File: config.mk
export PLATFORM = sky130hd
export DESIGN_NAME = triggered_envelope_vca
export DESIGN_NICKNAME = d
export VERILOG_FILES = /design/src/sv/tev_pkg.sv /design/src/sv/triggered_envelope_vca.sv /design/src/sv/tev_mul.sv
export SDC_FILE = /design/constraint.sdc
export NUM_CORES = 1
export LEC_CHECK = 0
export BUFFER_PORTS_ARGS = -buffer_cell sky130_fd_sc_hd__buf_4
export CORE_MARGIN = 2
export CORE_UTILIZATION = 60
export CTS_CLUSTER_DIAMETER = 50
export DETAILED_ROUTE_END_ITERATION = 7
export PLACE_DENSITY = 0.84
export SETUP_SLACK_MARGIN = 0.5
export SYNTH_ARGS = -nofsm -noshare
export SYNTH_HDL_FRONTEND = slang
export SYNTH_SLANG_ARGS = --single-unit
File: constraint.sdc
create_clock -name clk -period 14.73 [get_ports clk]
set_input_delay 1.473 -clock clk [delete_from_list [all_inputs] [get_ports clk]]
set_output_delay 1.473 -clock clk [all_outputs]
set_load 0.01 [all_outputs]
File: src/sv/tev_pkg.sv
// ---------------------------------------------------------------------------
// tev_pkg: shared constants and helpers for the triggered envelope VCA
// Mode codes, register addresses and Q31 saturation.
// ---------------------------------------------------------------------------
package tev_pkg;

    localparam logic [31:0] Q31_MAX = 32'h7fff_ffff;
    localparam logic [31:0] Q31_MIN = 32'h8000_0000;

    localparam int unsigned ADDR_W = 4;

    localparam logic [ADDR_W-1:0] ADDR_MODE  = 4'h0;
    localparam logic [ADDR_W-1:0] ADDR_DECAY = 4'h4;
    localparam logic [ADDR_W-1:0] ADDR_GAIN  = 4'h8;

    localparam logic [2:0] MODE_OFF   = 3'd0;
    localparam logic [2:0] MODE_PULSE = 3'd1;
    localparam logic [2:0] MODE_LIN   = 3'd2;
    localparam logic [2:0] MODE_EXP   = 3'd3;
    localparam logic [2:0] MODE_INV   = 3'd4;
    localparam logic [2:0] MODE_TRI   = 3'd5;
    localparam logic [2:0] MODE_LEVEL = 3'd6;
    localparam logic [2:0] MODE_OFF2  = 3'd7;

    function automatic logic [33:0] sext34(input logic [31:0] v);
        return {{2{v[31]}}, v};
    endfunction

    // saturate a 34-bit signed value to Q31
    function automatic logic [31:0] sat_q31(input logic [33:0] v);
        logic [31:0] r;
        if ((v[33:31] == 3'b000) || (v[33:31] == 3'b111))
            r = v[31:0];
        else if (v[33])
            r = Q31_MIN;
        else
            r = Q31_MAX;
        return r;
    endfunction

endpackage

File: src/sv/triggered_envelope_vca.sv
// ---------------------------------------------------------------------------
// triggered_envelope_vca: triggered envelope generator and VCA
// Per sample, by mode: latch trigger, update phase and envelope, scale the input or output a fixed value.
// ---------------------------------------------------------------------------
// Usage:
//   Input stream: s_axis_tdata carries sample_in (Q31), s_axis_tuser the
//   trigger bit. One transfer per audio sample.
//   Output stream: m_axis_tdata carries sample_out (Q31), one transfer per
//   input transfer, in order.
//   APB port: mode at 0x0, decay_rate at 0x4, level_gain at 0x8; write only
//   while no sample is in flight.
//   Off, pulse and trigger samples bypass the multiplier; level and linear
//   samples take one pass of the bit-serial multiplier for the output
//   scaling; the exponential, inverted ramp and triangle envelopes take
//   one more pass to compute the envelope.
//   One sample is in process at a time; the next input transfer is taken
//   once the current result has moved to the output register. A new
//   sample is taken while the previous result still waits in the output
//   register.
//   A stalled receiver holds the output register; once a second result is
//   ready the block waits and stops taking input.
//   Reset clears phase, envelope and pending trigger, selects mode off,
//   zero decay rate and full-scale level gain.
// ---------------------------------------------------------------------------
module triggered_envelope_vca (
    input  logic                     clk,
    input  logic                     rst_n,
    input  logic                     s_axis_tvalid,
    output logic                     s_axis_tready,
    input  logic [31:0]              s_axis_tdata,   // [31:0] sample_in
    input  logic                     s_axis_tuser,   // [0] trigger
    output logic                     m_axis_tvalid,
    input  logic                     m_axis_tready,
    output logic [31:0]              m_axis_tdata,   // [31:0] sample_out
    input  logic                     psel,
    input  logic                     penable,
    input  logic                     pwrite,
    input  logic [tev_pkg::ADDR_W-1:0] paddr,
    input  logic [31:0]              pwdata,
    output logic [31:0]              prdata,
    output logic                     pready
);
    import tev_pkg::*;

    typedef enum logic [5:0] {
        S_IDLE = 6'b000001,
        S_PREP = 6'b000010,
        S_MENV = 6'b000100,
        S_EUPD = 6'b001000,
        S_MOUT = 6'b010000,
        S_DONE = 6'b100000
    } state_t;

    state_t      st_reg, st_next;
    logic [31:0] x_reg, x_next;
    logic [31:0] y_reg, y_next;
    logic [31:0] phase_reg, phase_next;
    logic [31:0] env_reg, env_next;
    logic        pend_reg, pend_next;
    logic        out_valid_reg, out_valid_next;
    logic [31:0] out_data_reg, out_data_next;
    logic [2:0]  mode_reg;
    logic [31:0] rate_reg;
    logic [31:0] gain_reg;

    logic        mul_start;
    logic [31:0] mul_a;
    logic [31:0] mul_b;
    logic        mul_busy;
    logic        mul_done;
    logic [31:0] mul_prod;

    logic [31:0] lin_env;
    logic [31:0] neg_phase;
    logic [31:0] env_new;
    logic        cfg_wr;
    logic        in_xfer;

    tev_mul u_mul (
        .clk     (clk),
        .rst_n   (rst_n),
        .start   (mul_start),
        .a       (mul_a),
        .b       (mul_b),
        .busy    (mul_busy),
        .done    (mul_done),
        .product (mul_prod)
    );

    assign pready = 1'b1;
    assign cfg_wr = psel && penable && pwrite;

    always_comb
    begin
        unique case (paddr)
            ADDR_MODE:  prdata = {29'd0, mode_reg};
            ADDR_DECAY: prdata = rate_reg;
            ADDR_GAIN:  prdata = gain_reg;
            default:    prdata = 32'd0;
        endcase
    end

    always_ff @(posedge clk or negedge rst_n)
    begin
        if (!rst_n)
        begin
            mode_reg <= MODE_OFF;
            rate_reg <= 32'd0;
            gain_reg <= Q31_MAX;
        end
        else if (cfg_wr)
        begin
            if (paddr == ADDR_MODE)
                mode_reg <= pwdata[2:0];
            if (paddr == ADDR_DECAY)
                rate_reg <= pwdata;
            if (paddr == ADDR_GAIN)
                gain_reg <= pwdata;
        end
    end

    assign lin_env   = sat_q31(sext34(Q31_MAX) - sext34(phase_reg));
    assign neg_phase = sat_q31(34'd0 - sext34(phase_reg));

    always_comb
    begin
        case (mode_reg) inside
            MODE_EXP: env_new = mul_prod;
            MODE_INV: env_new = sat_q31(sext34(env_reg) + sext34(mul_prod));
            default:  env_new = mul_prod[31] ? sat_q31(34'd0 - sext34(mul_prod)) : mul_prod;
        endcase
    end

    assign s_axis_tready = (st_reg == S_IDLE);
    assign in_xfer       = s_axis_tvalid && s_axis_tready;

    always_comb
    begin
        logic p;
        p              = pend_reg || s_axis_tuser;
        st_next        = st_reg;
        x_next         = x_reg;
        y_next         = y_reg;
        phase_next     = phase_reg;
        env_next       = env_reg;
        pend_next      = pend_reg;
        out_data_next  = out_data_reg;
        out_valid_next = out_valid_reg && !m_axis_tready;
        mul_start      = 1'b0;
        mul_a          = 32'd0;
        mul_b          = 32'd0;

        unique case (st_reg)
            S_IDLE:
            begin
                if (s_axis_tvalid)
                begin
                    x_next = s_axis_tdata;
                    case (mode_reg) inside
                        MODE_PULSE:
                        begin
                            pend_next = 1'b0;
                            y_next    = p ? Q31_MAX : 32'd0;
                            st_next   = S_DONE;
                        end
                        MODE_LIN, MODE_EXP, MODE_INV, MODE_TRI:
                        begin
                            pend_next = 1'b0;
                            if (p)
                            begin
                                phase_next = 32'd0;
                                if (mode_reg == MODE_EXP)
                                    env_next = Q31_MAX;
                                else if (mode_reg == MODE_INV)
                                    env_next = 32'd0;
                                if ((mode_reg == MODE_LIN) || (mode_reg == MODE_EXP))
                                    y_next = s_axis_tdata;
                                else
                                    y_next = 32'd0;
                                st_next = S_DONE;
                            end
                            else
                            begin
                                phase_next = phase_reg + rate_reg;
                                st_next    = S_PREP;
                            end
                        end
                        MODE_LEVEL:
                        begin
                            pend_next = p;
                            mul_start = 1'b1;
                            mul_a     = s_axis_tdata;
                            mul_b     = gain_reg;
                            st_next   = S_MOUT;
                        end
                        default:
                        begin
                            pend_next = p;
                            y_next    = 32'd0;
                            st_next   = S_DONE;
                        end
                    endcase
                end
            end
            S_PREP:
            begin
                mul_start = 1'b1;
                case (mode_reg) inside
                    MODE_LIN:
                    begin
                        env_next = lin_env;
                        mul_a    = x_reg;
                        mul_b    = lin_env;
                        st_next  = S_MOUT;
                    end
                    MODE_EXP:
                    begin
                        mul_a   = env_reg;
                        mul_b   = lin_env;
                        st_next = S_MENV;
                    end
                    default:
                    begin
                        mul_a   = Q31_MAX;
                        mul_b   = neg_phase;
                        st_next = S_MENV;
                    end
                endcase
            end
            S_MENV:
            begin
                if (mul_done)
                    st_next = S_EUPD;
            end
            S_EUPD:
            begin
                env_next  = env_new;
                mul_start = 1'b1;
                mul_a     = x_reg;
                mul_b     = env_new;
                st_next   = S_MOUT;
            end
            S_MOUT:
            begin
                if (mul_done)
                begin
                    y_next  = mul_prod;
                    st_next = S_DONE;
                end
            end
            S_DONE:
            begin
                if (!out_valid_reg || m_axis_tready)
                begin
                    out_valid_next = 1'b1;
                    out_data_next  = y_reg;
                    st_next        = S_IDLE;
                end
            end
            default:
            begin
                st_next = S_IDLE;
            end
        endcase
    end

    always_ff @(posedge clk or negedge rst_n)
    begin
        if (!rst_n)
        begin
            st_reg        <= S_IDLE;
            phase_reg     <= 32'd0;
            env_reg       <= 32'd0;
            pend_reg      <= 1'b0;
            out_valid_reg <= 1'b0;
        end
        else
        begin
            st_reg        <= st_next;
            phase_reg     <= phase_next;
            env_reg       <= env_next;
            pend_reg      <= pend_next;
            out_valid_reg <= out_valid_next;
        end
    end

    always_ff @(posedge clk)
    begin
        x_reg        <= x_next;
        y_reg        <= y_next;
        out_data_reg <= out_data_next;
    end

    assign m_axis_tvalid = out_valid_reg;
    assign m_axis_tdata  = out_data_reg;

`ifndef SYNTHESIS
    a_pulse_clears: assert property (@(posedge clk) disable iff (!rst_n)
        (in_xfer && (mode_reg == MODE_PULSE)) |=> (!pend_reg && (st_reg == S_DONE)))
        else $error("pulse mode left trigger pending");

    a_mul_in_mul_state: assert property (@(posedge clk) disable iff (!rst_n)
        mul_busy |-> ((st_reg == S_MENV) || (st_reg == S_MOUT)))
        else $error("multiplier busy outside a multiply state");

    a_off_zero: assert property (@(posedge clk) disable iff (!rst_n)
        (in_xfer && ((mode_reg == MODE_OFF) || (mode_reg == MODE_OFF2)))
        |=> ((y_reg == 32'd0) && (st_reg == S_DONE)))
        else $error("off mode produced a nonzero sample");

    a_no_start_busy: assert property (@(posedge clk) disable iff (!rst_n)
        mul_start |-> !mul_busy)
        else $error("multiplier restarted while busy");
`endif

endmodule

File: src/sv/tev_mul.sv
// ---------------------------------------------------------------------------
// tev_mul: bit-serial Q31 fractional multiplier
// Signed shift-add, one multiplier bit per cycle; result is the product
// shifted right by 31, floored, with -1 * -1 clamped to full scale.
// ---------------------------------------------------------------------------
module tev_mul (
    input  logic        clk,
    input  logic        rst_n,
    input  logic        start,
    input  logic [31:0] a,
    input  logic [31:0] b,
    output logic        busy,
    output logic        done,
    output logic [31:0] product
);
    import tev_pkg::*;

    logic [31:0] a_reg;
    logic [32:0] hi_reg;
    logic [31:0] lo_reg;
    logic [4:0]  cnt_reg;
    logic        busy_reg;
    logic        done_reg;

    logic [33:0] addend;
    logic [33:0] sum;
    logic        last;

    assign last   = (cnt_reg == 5'd31);
    assign addend = lo_reg[0] ? sext34(a_reg) : 34'd0;
    assign sum    = last ? ({hi_reg[32], hi_reg} - addend) : ({hi_reg[32], hi_reg} + addend);

    always_ff @(posedge clk or negedge rst_n)
    begin
        if (!rst_n)
        begin
            busy_reg <= 1'b0;
            done_reg <= 1'b0;
            cnt_reg  <= '0;
        end
        else
        begin
            done_reg <= 1'b0;
            if (start)
            begin
                busy_reg <= 1'b1;
                cnt_reg  <= '0;
            end
            else if (busy_reg)
            begin
                cnt_reg <= cnt_reg + 5'd1;
                if (last)
                begin
                    busy_reg <= 1'b0;
                    done_reg <= 1'b1;
                end
            end
        end
    end

    always_ff @(posedge clk)
    begin
        if (start)
        begin
            a_reg  <= a;
            hi_reg <= '0;
            lo_reg <= b;
        end
        else if (busy_reg)
        begin
            hi_reg <= sum[33:1];
            lo_reg <= {sum[0], lo_reg[31:1]};
        end
    end

    assign busy    = busy_reg;
    assign done    = done_reg;
    assign product = ((hi_reg == 33'h0_4000_0000) && (lo_reg == 32'd0)) ? Q31_MAX
                   : {hi_reg[30:0], lo_reg[31]};

endmodule
# After elaboration in Yosys (flattened, before gate mapping)
# Cells that the tools add are included.
[classes] n_reduce_logical=33 n_mux=76 bitwise_logic=1 n_addsub=8 n_eq_ne=31
[ops] op="$mux 32" n=41
[ops] op="$pmux 32 s3" n=4
[ops] op="$mux 34" n=2
[ops] op="$sub 1x32->33 const A" n=2
[ops] op="$pmux 32 s2" n=1
[ops] op="$mux 6" n=8
[ops] op="$pmux 6 s6" n=1
[ops] op="$add 34x34->34" n=1
[ops] op="$sub 34x34->34" n=1
[ops] op="$add 32x32->33" n=1
[ops] op="$eq 33x31->1 const B" n=1
[ops] op="$sub 32x32->33 const A" n=1
[ops] op="$add 32x32->32" n=1
[ops] op="$logic_not 32->1" n=1
[ops] op="$mux 31" n=1
[ops] op="$eq 3x3->1 const B" n=7
[ops] op="$mux 5" n=3
[ops] op="$mux 1" n=14
[ops] op="$logic_not 3->1" n=4
[ops] op="$reduce_and 2->1" n=5
[ops] op="$ne 2x1->1 const B" n=4
[ops] op="$ne 2x2->1 const B" n=4
[ops] op="$reduce_and 4->1" n=2
[ops] op="$logic_or 1x1->1" n=7
[ops] op="other kinds (26)" n=32
[totals] reg_bits=339 output_inout_bits=67

# Depth between registers and ports, before layout
[depth] depth_word=12 ltp_mapped=27 depth_no_buf=21

# Cells and area by module
# Synthesis repeated with hierarchy kept, for this count alone.
[unflattened] cells_unflattened=2614 hier_area_um2=23436.2
[by_module_without_submodules] mod="triggered_envelope_vca" area_each_um2=16861.2 n_inst=1 cells_each=1955
[by_module_without_submodules] mod="tev_mul" area_each_um2=6575.1 n_inst=1 cells_each=659

# Worst setup path after synthesis
# No wires, ideal clock.
[synth_path] path_type="flip-flop to flip-flop" start="register u_mul.hi_reg[13]" end="register u_mul.lo_reg[16], data pin" t_arrival_ns=6.215 stages_incl_launch_ff=23 setup_ns=0.149 setup_slack_ns=8.366 cell_sequence="dfxtp_1 -> or4_4 -> or4_4 -> or4_1 -> buf_2 -> nor3_2 -> clkbuf_1 -> buf_2 -> nor2_1 -> inv_1 -> ha_1 -> fa_1 -> a211oi_1 -> o211ai_1 -> a41oi_1 -> o311a_1 -> o2111ai_1 -> a41oi_1 -> o41ai_2 -> clkbuf_1 -> o21ai_0 -> a221oi_1 -> a2bb2oi_1"
[synth_between] elab_chain_cells=12 word_cells_on_any_way=20
[synth_rtl] element="start: declaration" line_no="tev_mul.sv:19" source="logic [32:0] hi_reg;"
[synth_rtl] element="start signal: assignment" line_no="tev_mul.sv:71" source="hi_reg <= sum[33:1];"
[synth_rtl] element="$eq 33x31->1" line_no="tev_mul.sv:78" source="assign product = ((hi_reg == 33'h0_4000_0000) && (lo_reg == 32'd0)) ? Q31_MAX"
[synth_rtl] element="$logic_and 1x1->1" line_no="tev_mul.sv:78"
[synth_rtl] element="$mux 32 (*)" line_no="tev_mul.sv:78"
[synth_rtl] element="$sub 1x32->33" line_no="triggered_envelope_vca.sv:130" source="default: env_new = mul_prod[31] ? sat_q31(34'd0 - sext34(mul_prod)) : mul_prod;"
[synth_rtl] element="$eq 3x3->1 / $logic_not 3->1 (equally long branches)" line_no="tev_pkg.sv:32" source="if ((v[33:31] == 3'b000) || (v[33:31] == 3'b111))"
[synth_rtl] element="$logic_or 1x1->1" line_no="tev_pkg.sv:32"
[synth_rtl] element="$mux 32" line_no="tev_pkg.sv:32"
[synth_rtl] element="$mux 32" line_no="triggered_envelope_vca.sv:130"
[synth_rtl] element="$mux 32" line_no="triggered_envelope_vca.sv:127" source="case (mode_reg) inside"
[synth_rtl] element="$mux 32 (*)" line_no="triggered_envelope_vca.sv:127"
[synth_rtl] element="$pmux 32 s3 (*)" line_no="triggered_envelope_vca.sv:153" source="unique case (st_reg)"
[synth_rtl] element="$mux 32 (*)" line_no="tev_mul.sv:63" source="if (start)"
[synth_rtl] element="end signal: assignment" line_no="tev_mul.sv:72" source="lo_reg <= {sum[0], lo_reg[31:1]};"
[synth_rtl] element="end: declaration" line_no="tev_mul.sv:20" source="logic [31:0] lo_reg;"
# Mark *: on every way between the ends. The rest lies on a longest branch, timed or not.
# A chain may end at the register's enable or synchronous reset.

# Final worst setup path
# Same ends and word-level chain as after synthesis.

==> results.yml <==
timing:
  fin_skew_ns: 0.0238
  hold_slack_ns: 0.418
  fin_tns_setup_ns: 0
  maxSlewViolCount: 0
  worstMarginPinSlew_ns: 1.14
  fmax_ghz: 0.135
  maxSlewHeadroom: 0.229
  timing_hold_violations_final: 0
  period_needed_ns: 7.40
  setup_violations: 0
  period_share: 0.502
  rsz0062_at_grt: "no"
layout:
  final_common_cell: "a21oi_1"
  multiInputGateArea_mm2: 0.0127
  final_nets: 2763
  layout-drive-gt1-share: 0.148
  seq_area_mm2: 0.00916
  fill_cells: 2881
  fin_area_mm2: 0.0255
  largest_register_ffs: 33
  final_core_utilization: 0.682
  most-common-layout-cells: "a21oi_1 (275), nor2_1 (224), o21ai_0 (202)"
  synthToLayoutAreaGrowth_pct: 12.8
floorplanning:
  die_area_mm2: 0.0393
  initial_core_util: 0.605
  rows: 71
  ios: 143
  die_height_um: 198
  die_w_um: 198
  coreArea_mm2: 0.0374
clock_network:
  clk_latency_ns: 0.59
  cts_resized: 0
  cts_made_buffers: 41
  cts_root_buf: "clkbuf_16"
  postCtsSetupRepairBufs: 0
  cts_num_sinks: 339
  clk_pin_slew_ns: 0.06
  cts_buffer_depth: 3
  htreeDepth: 2
  cts_tree: "built"
  cts_hold_buf: 0
worst_setup_path:
  critPathBufInv: 3
  cp_max_fo: 28
  worstSetupEndpointType: "flop"
  critPathKind: "flop to flop"
  critical_path_arrival_ns: 7.83
  cpPeakStageDelay_ns: 0.70
  crit_family: "compound AO/OA/AOI/OAI gates"
  cp_data_required_time_ns: 15.16
  start_kind: "flop"
  path_cells: "or4_4 -> or4_4 -> or4_1 -> nor3_4 -> buf_4 -> nor2_1 -> inv_1 -> ha_1 -> fa_1 -> a211oi_1 -> o211ai_1 -> a41oi_1 -> o311a_1 -> o2111ai_1 -> a41oi_1 -> o41ai_4 -> buf_4 -> o21ai_0 -> a221oi_1 -> a2bb2oi_1"
  cp_slowest_cell: "or4_1"
logic_synthesis:
  syn_area_per_cell_um2: 9.05
  synth_nets: 2682
  ys.flop_type: "edfxtp_1"
  synth_seq_cells: 339
  synth_compound_area_frac: 0.259
  synthXorXnorAreaFrac: 0.0495
  ys_types: 88
  synthAdderAreaFrac: 0.0605
  synth-edff-count: 160
  async_flop_share: 0.431
  muxShareOfSynthArea: 0.0421
  seq_area_frac_synth: 0.405
  synthesis.area_mm2: 0.0226
  synth_top_family_by_area: "compound AO/OA/AOI/OAI gates"
  synth_warnings: 0
  synthSimpleGateAreaFrac: 0.147
  synthCells: 2500
run_status:
  outcome: "finished, violations left"
  violations: "design-rule violations"
drt:
  drtIter0Drc: 2940
  wl_mm: 76.0
  drc_errors: 2
  viasPerCell: 6.82
  wl_per_cell_um: 24.3
  ant_nets: 0
  vias: 21300
  drt_first_pass_iters: 8
place:
  buffer_ports.inserted: 141
  dp_hpwl_mm: 55.8
  gp_congestion: 0.983
  post_dp_cell_area_mm2: 0.0242
global_routing:
  grt_pass1_wl_mm: 118
  grt_max_degree: 90
  antenna_found_initial: 0
  overflow: 0
  first_global_vias: 20500
  track_usage: 0.390
pwr:
  power_density_mw_per_mm2: 247
  p_total_uw: 6310
  ir_drop_mv: 0.113
  cellLeakagePower_uw: 0.0106
flow_run:
  drv_cap: 0
worst_hold_path:
  min_path_type: "flop to flop"
layer usage:
metal / up-vias / global-route usage / wire length (um) / part of all wire
li1: 9625 / - / - / -
met1: 10200 / 0.522 / 30900 / 0.41
met2: 1293 / 0.630 / 35200 / 0.46
met3: 205 / 0.0538 / 6540 / 0.086
met4: 0 / 0.174 / 3440 / 0.045
met5: - / 0 / 0 / 0
Yosys cell counts, types with 11 or more instances:
master	n	area, um2
a21oi_1	275	1380
nor2_1	225	845
o21ai_0	205	1030
nand2_1	186	698
edfxtp_1	160	4800
clkbuf_1	120	450
dfrtp_1	114	2850
ha_1	103	1290
xnor2_1	70	613
inv_1	67	251
mux2_2	65	732
nor3_1	60	300
a21o_1	59	443
xor2_1	58	508
a31oi_1	52	325
nand3_1	39	195
dfxtp_1	33	661
a22oi_1	32	240
dfstp_2	32	841
o22ai_1	31	194
a22o_1	30	263
nor4_1	30	188
o211ai_1	30	225
a211oi_1	26	195
o21a_1	24	180
or3_1	24	150
mux2i_1	22	220
and3_1	21	131
buf_1	20	75.1
nand4_1	18	113
o31ai_1	18	135
a221o_1	17	170
nor2b_1	16	100
nand2b_1	15	93.8
o21bai_1	15	113
a221oi_1	12	105
and2_1	11	68.8
report_power, final:
group	switching [uW]	internal (uW)	total (uW)
clock	420	583	1000
combinational	2240	1400	3640
sequential	313	1360	1670
path summary, 6_finish.rpt:
| check | startpoint | endpoint | slack [ns] | cells after the start |
|---|---|---|---|---|
| max in group asynchronous | rst_n | rate_reg[29] | 12.53 | 2 |
| min in group asynchronous | rst_n | rate_reg[3] | 0.94 | 1 |
| max reg2reg | u_mul.hi_reg[13] | u_mul.lo_reg[16] | 7.33 | 20 |
| min | y_reg[8] | m_axis_tdata[8] | 0.42 | 0 |
| max | u_mul.hi_reg[13] | u_mul.lo_reg[16] | 7.33 | 20 |
| min reg2reg | y_reg[8] | m_axis_tdata[8] | 0.42 | 0 |
cells by family after synthesis:
| group | count (synthesis) |
|---|---|
| multiplexers | 87 |
| AO/OA/AOI/OAI | 922 |
| buffers and inverters | 216 |
| AND/OR/NAND/NOR | 699 |
| XOR/XNOR | 128 |
| adder cells (fa/ha/maj) | 108 |
| flip-flops | 339 |
| other | 1 |
cell type report:
cell class | instances | share of cell area
tap | 511 | 0.0251
clock inverter | 19 | 0.00588
multi-input combinational | 1945 | 0.499
clock buffer | 57 | 0.0462
timing repair buffer | 185 | 0.0546
antenna | 1 | 0.0000981
sequential | 339 | 0.359
inverter | 69 | 0.0102
through the flow:
step | std cells | setup slack (ns)
global route | 3125 | 6.98
CTS | 3125 | 7.48
global placement | 3049 | 7.61
floorplan | 2500 | 8.37
detailed placement | 3049 | 7.49
finish | 3126 | 7.33
Power figures use the tool's default switching activity.
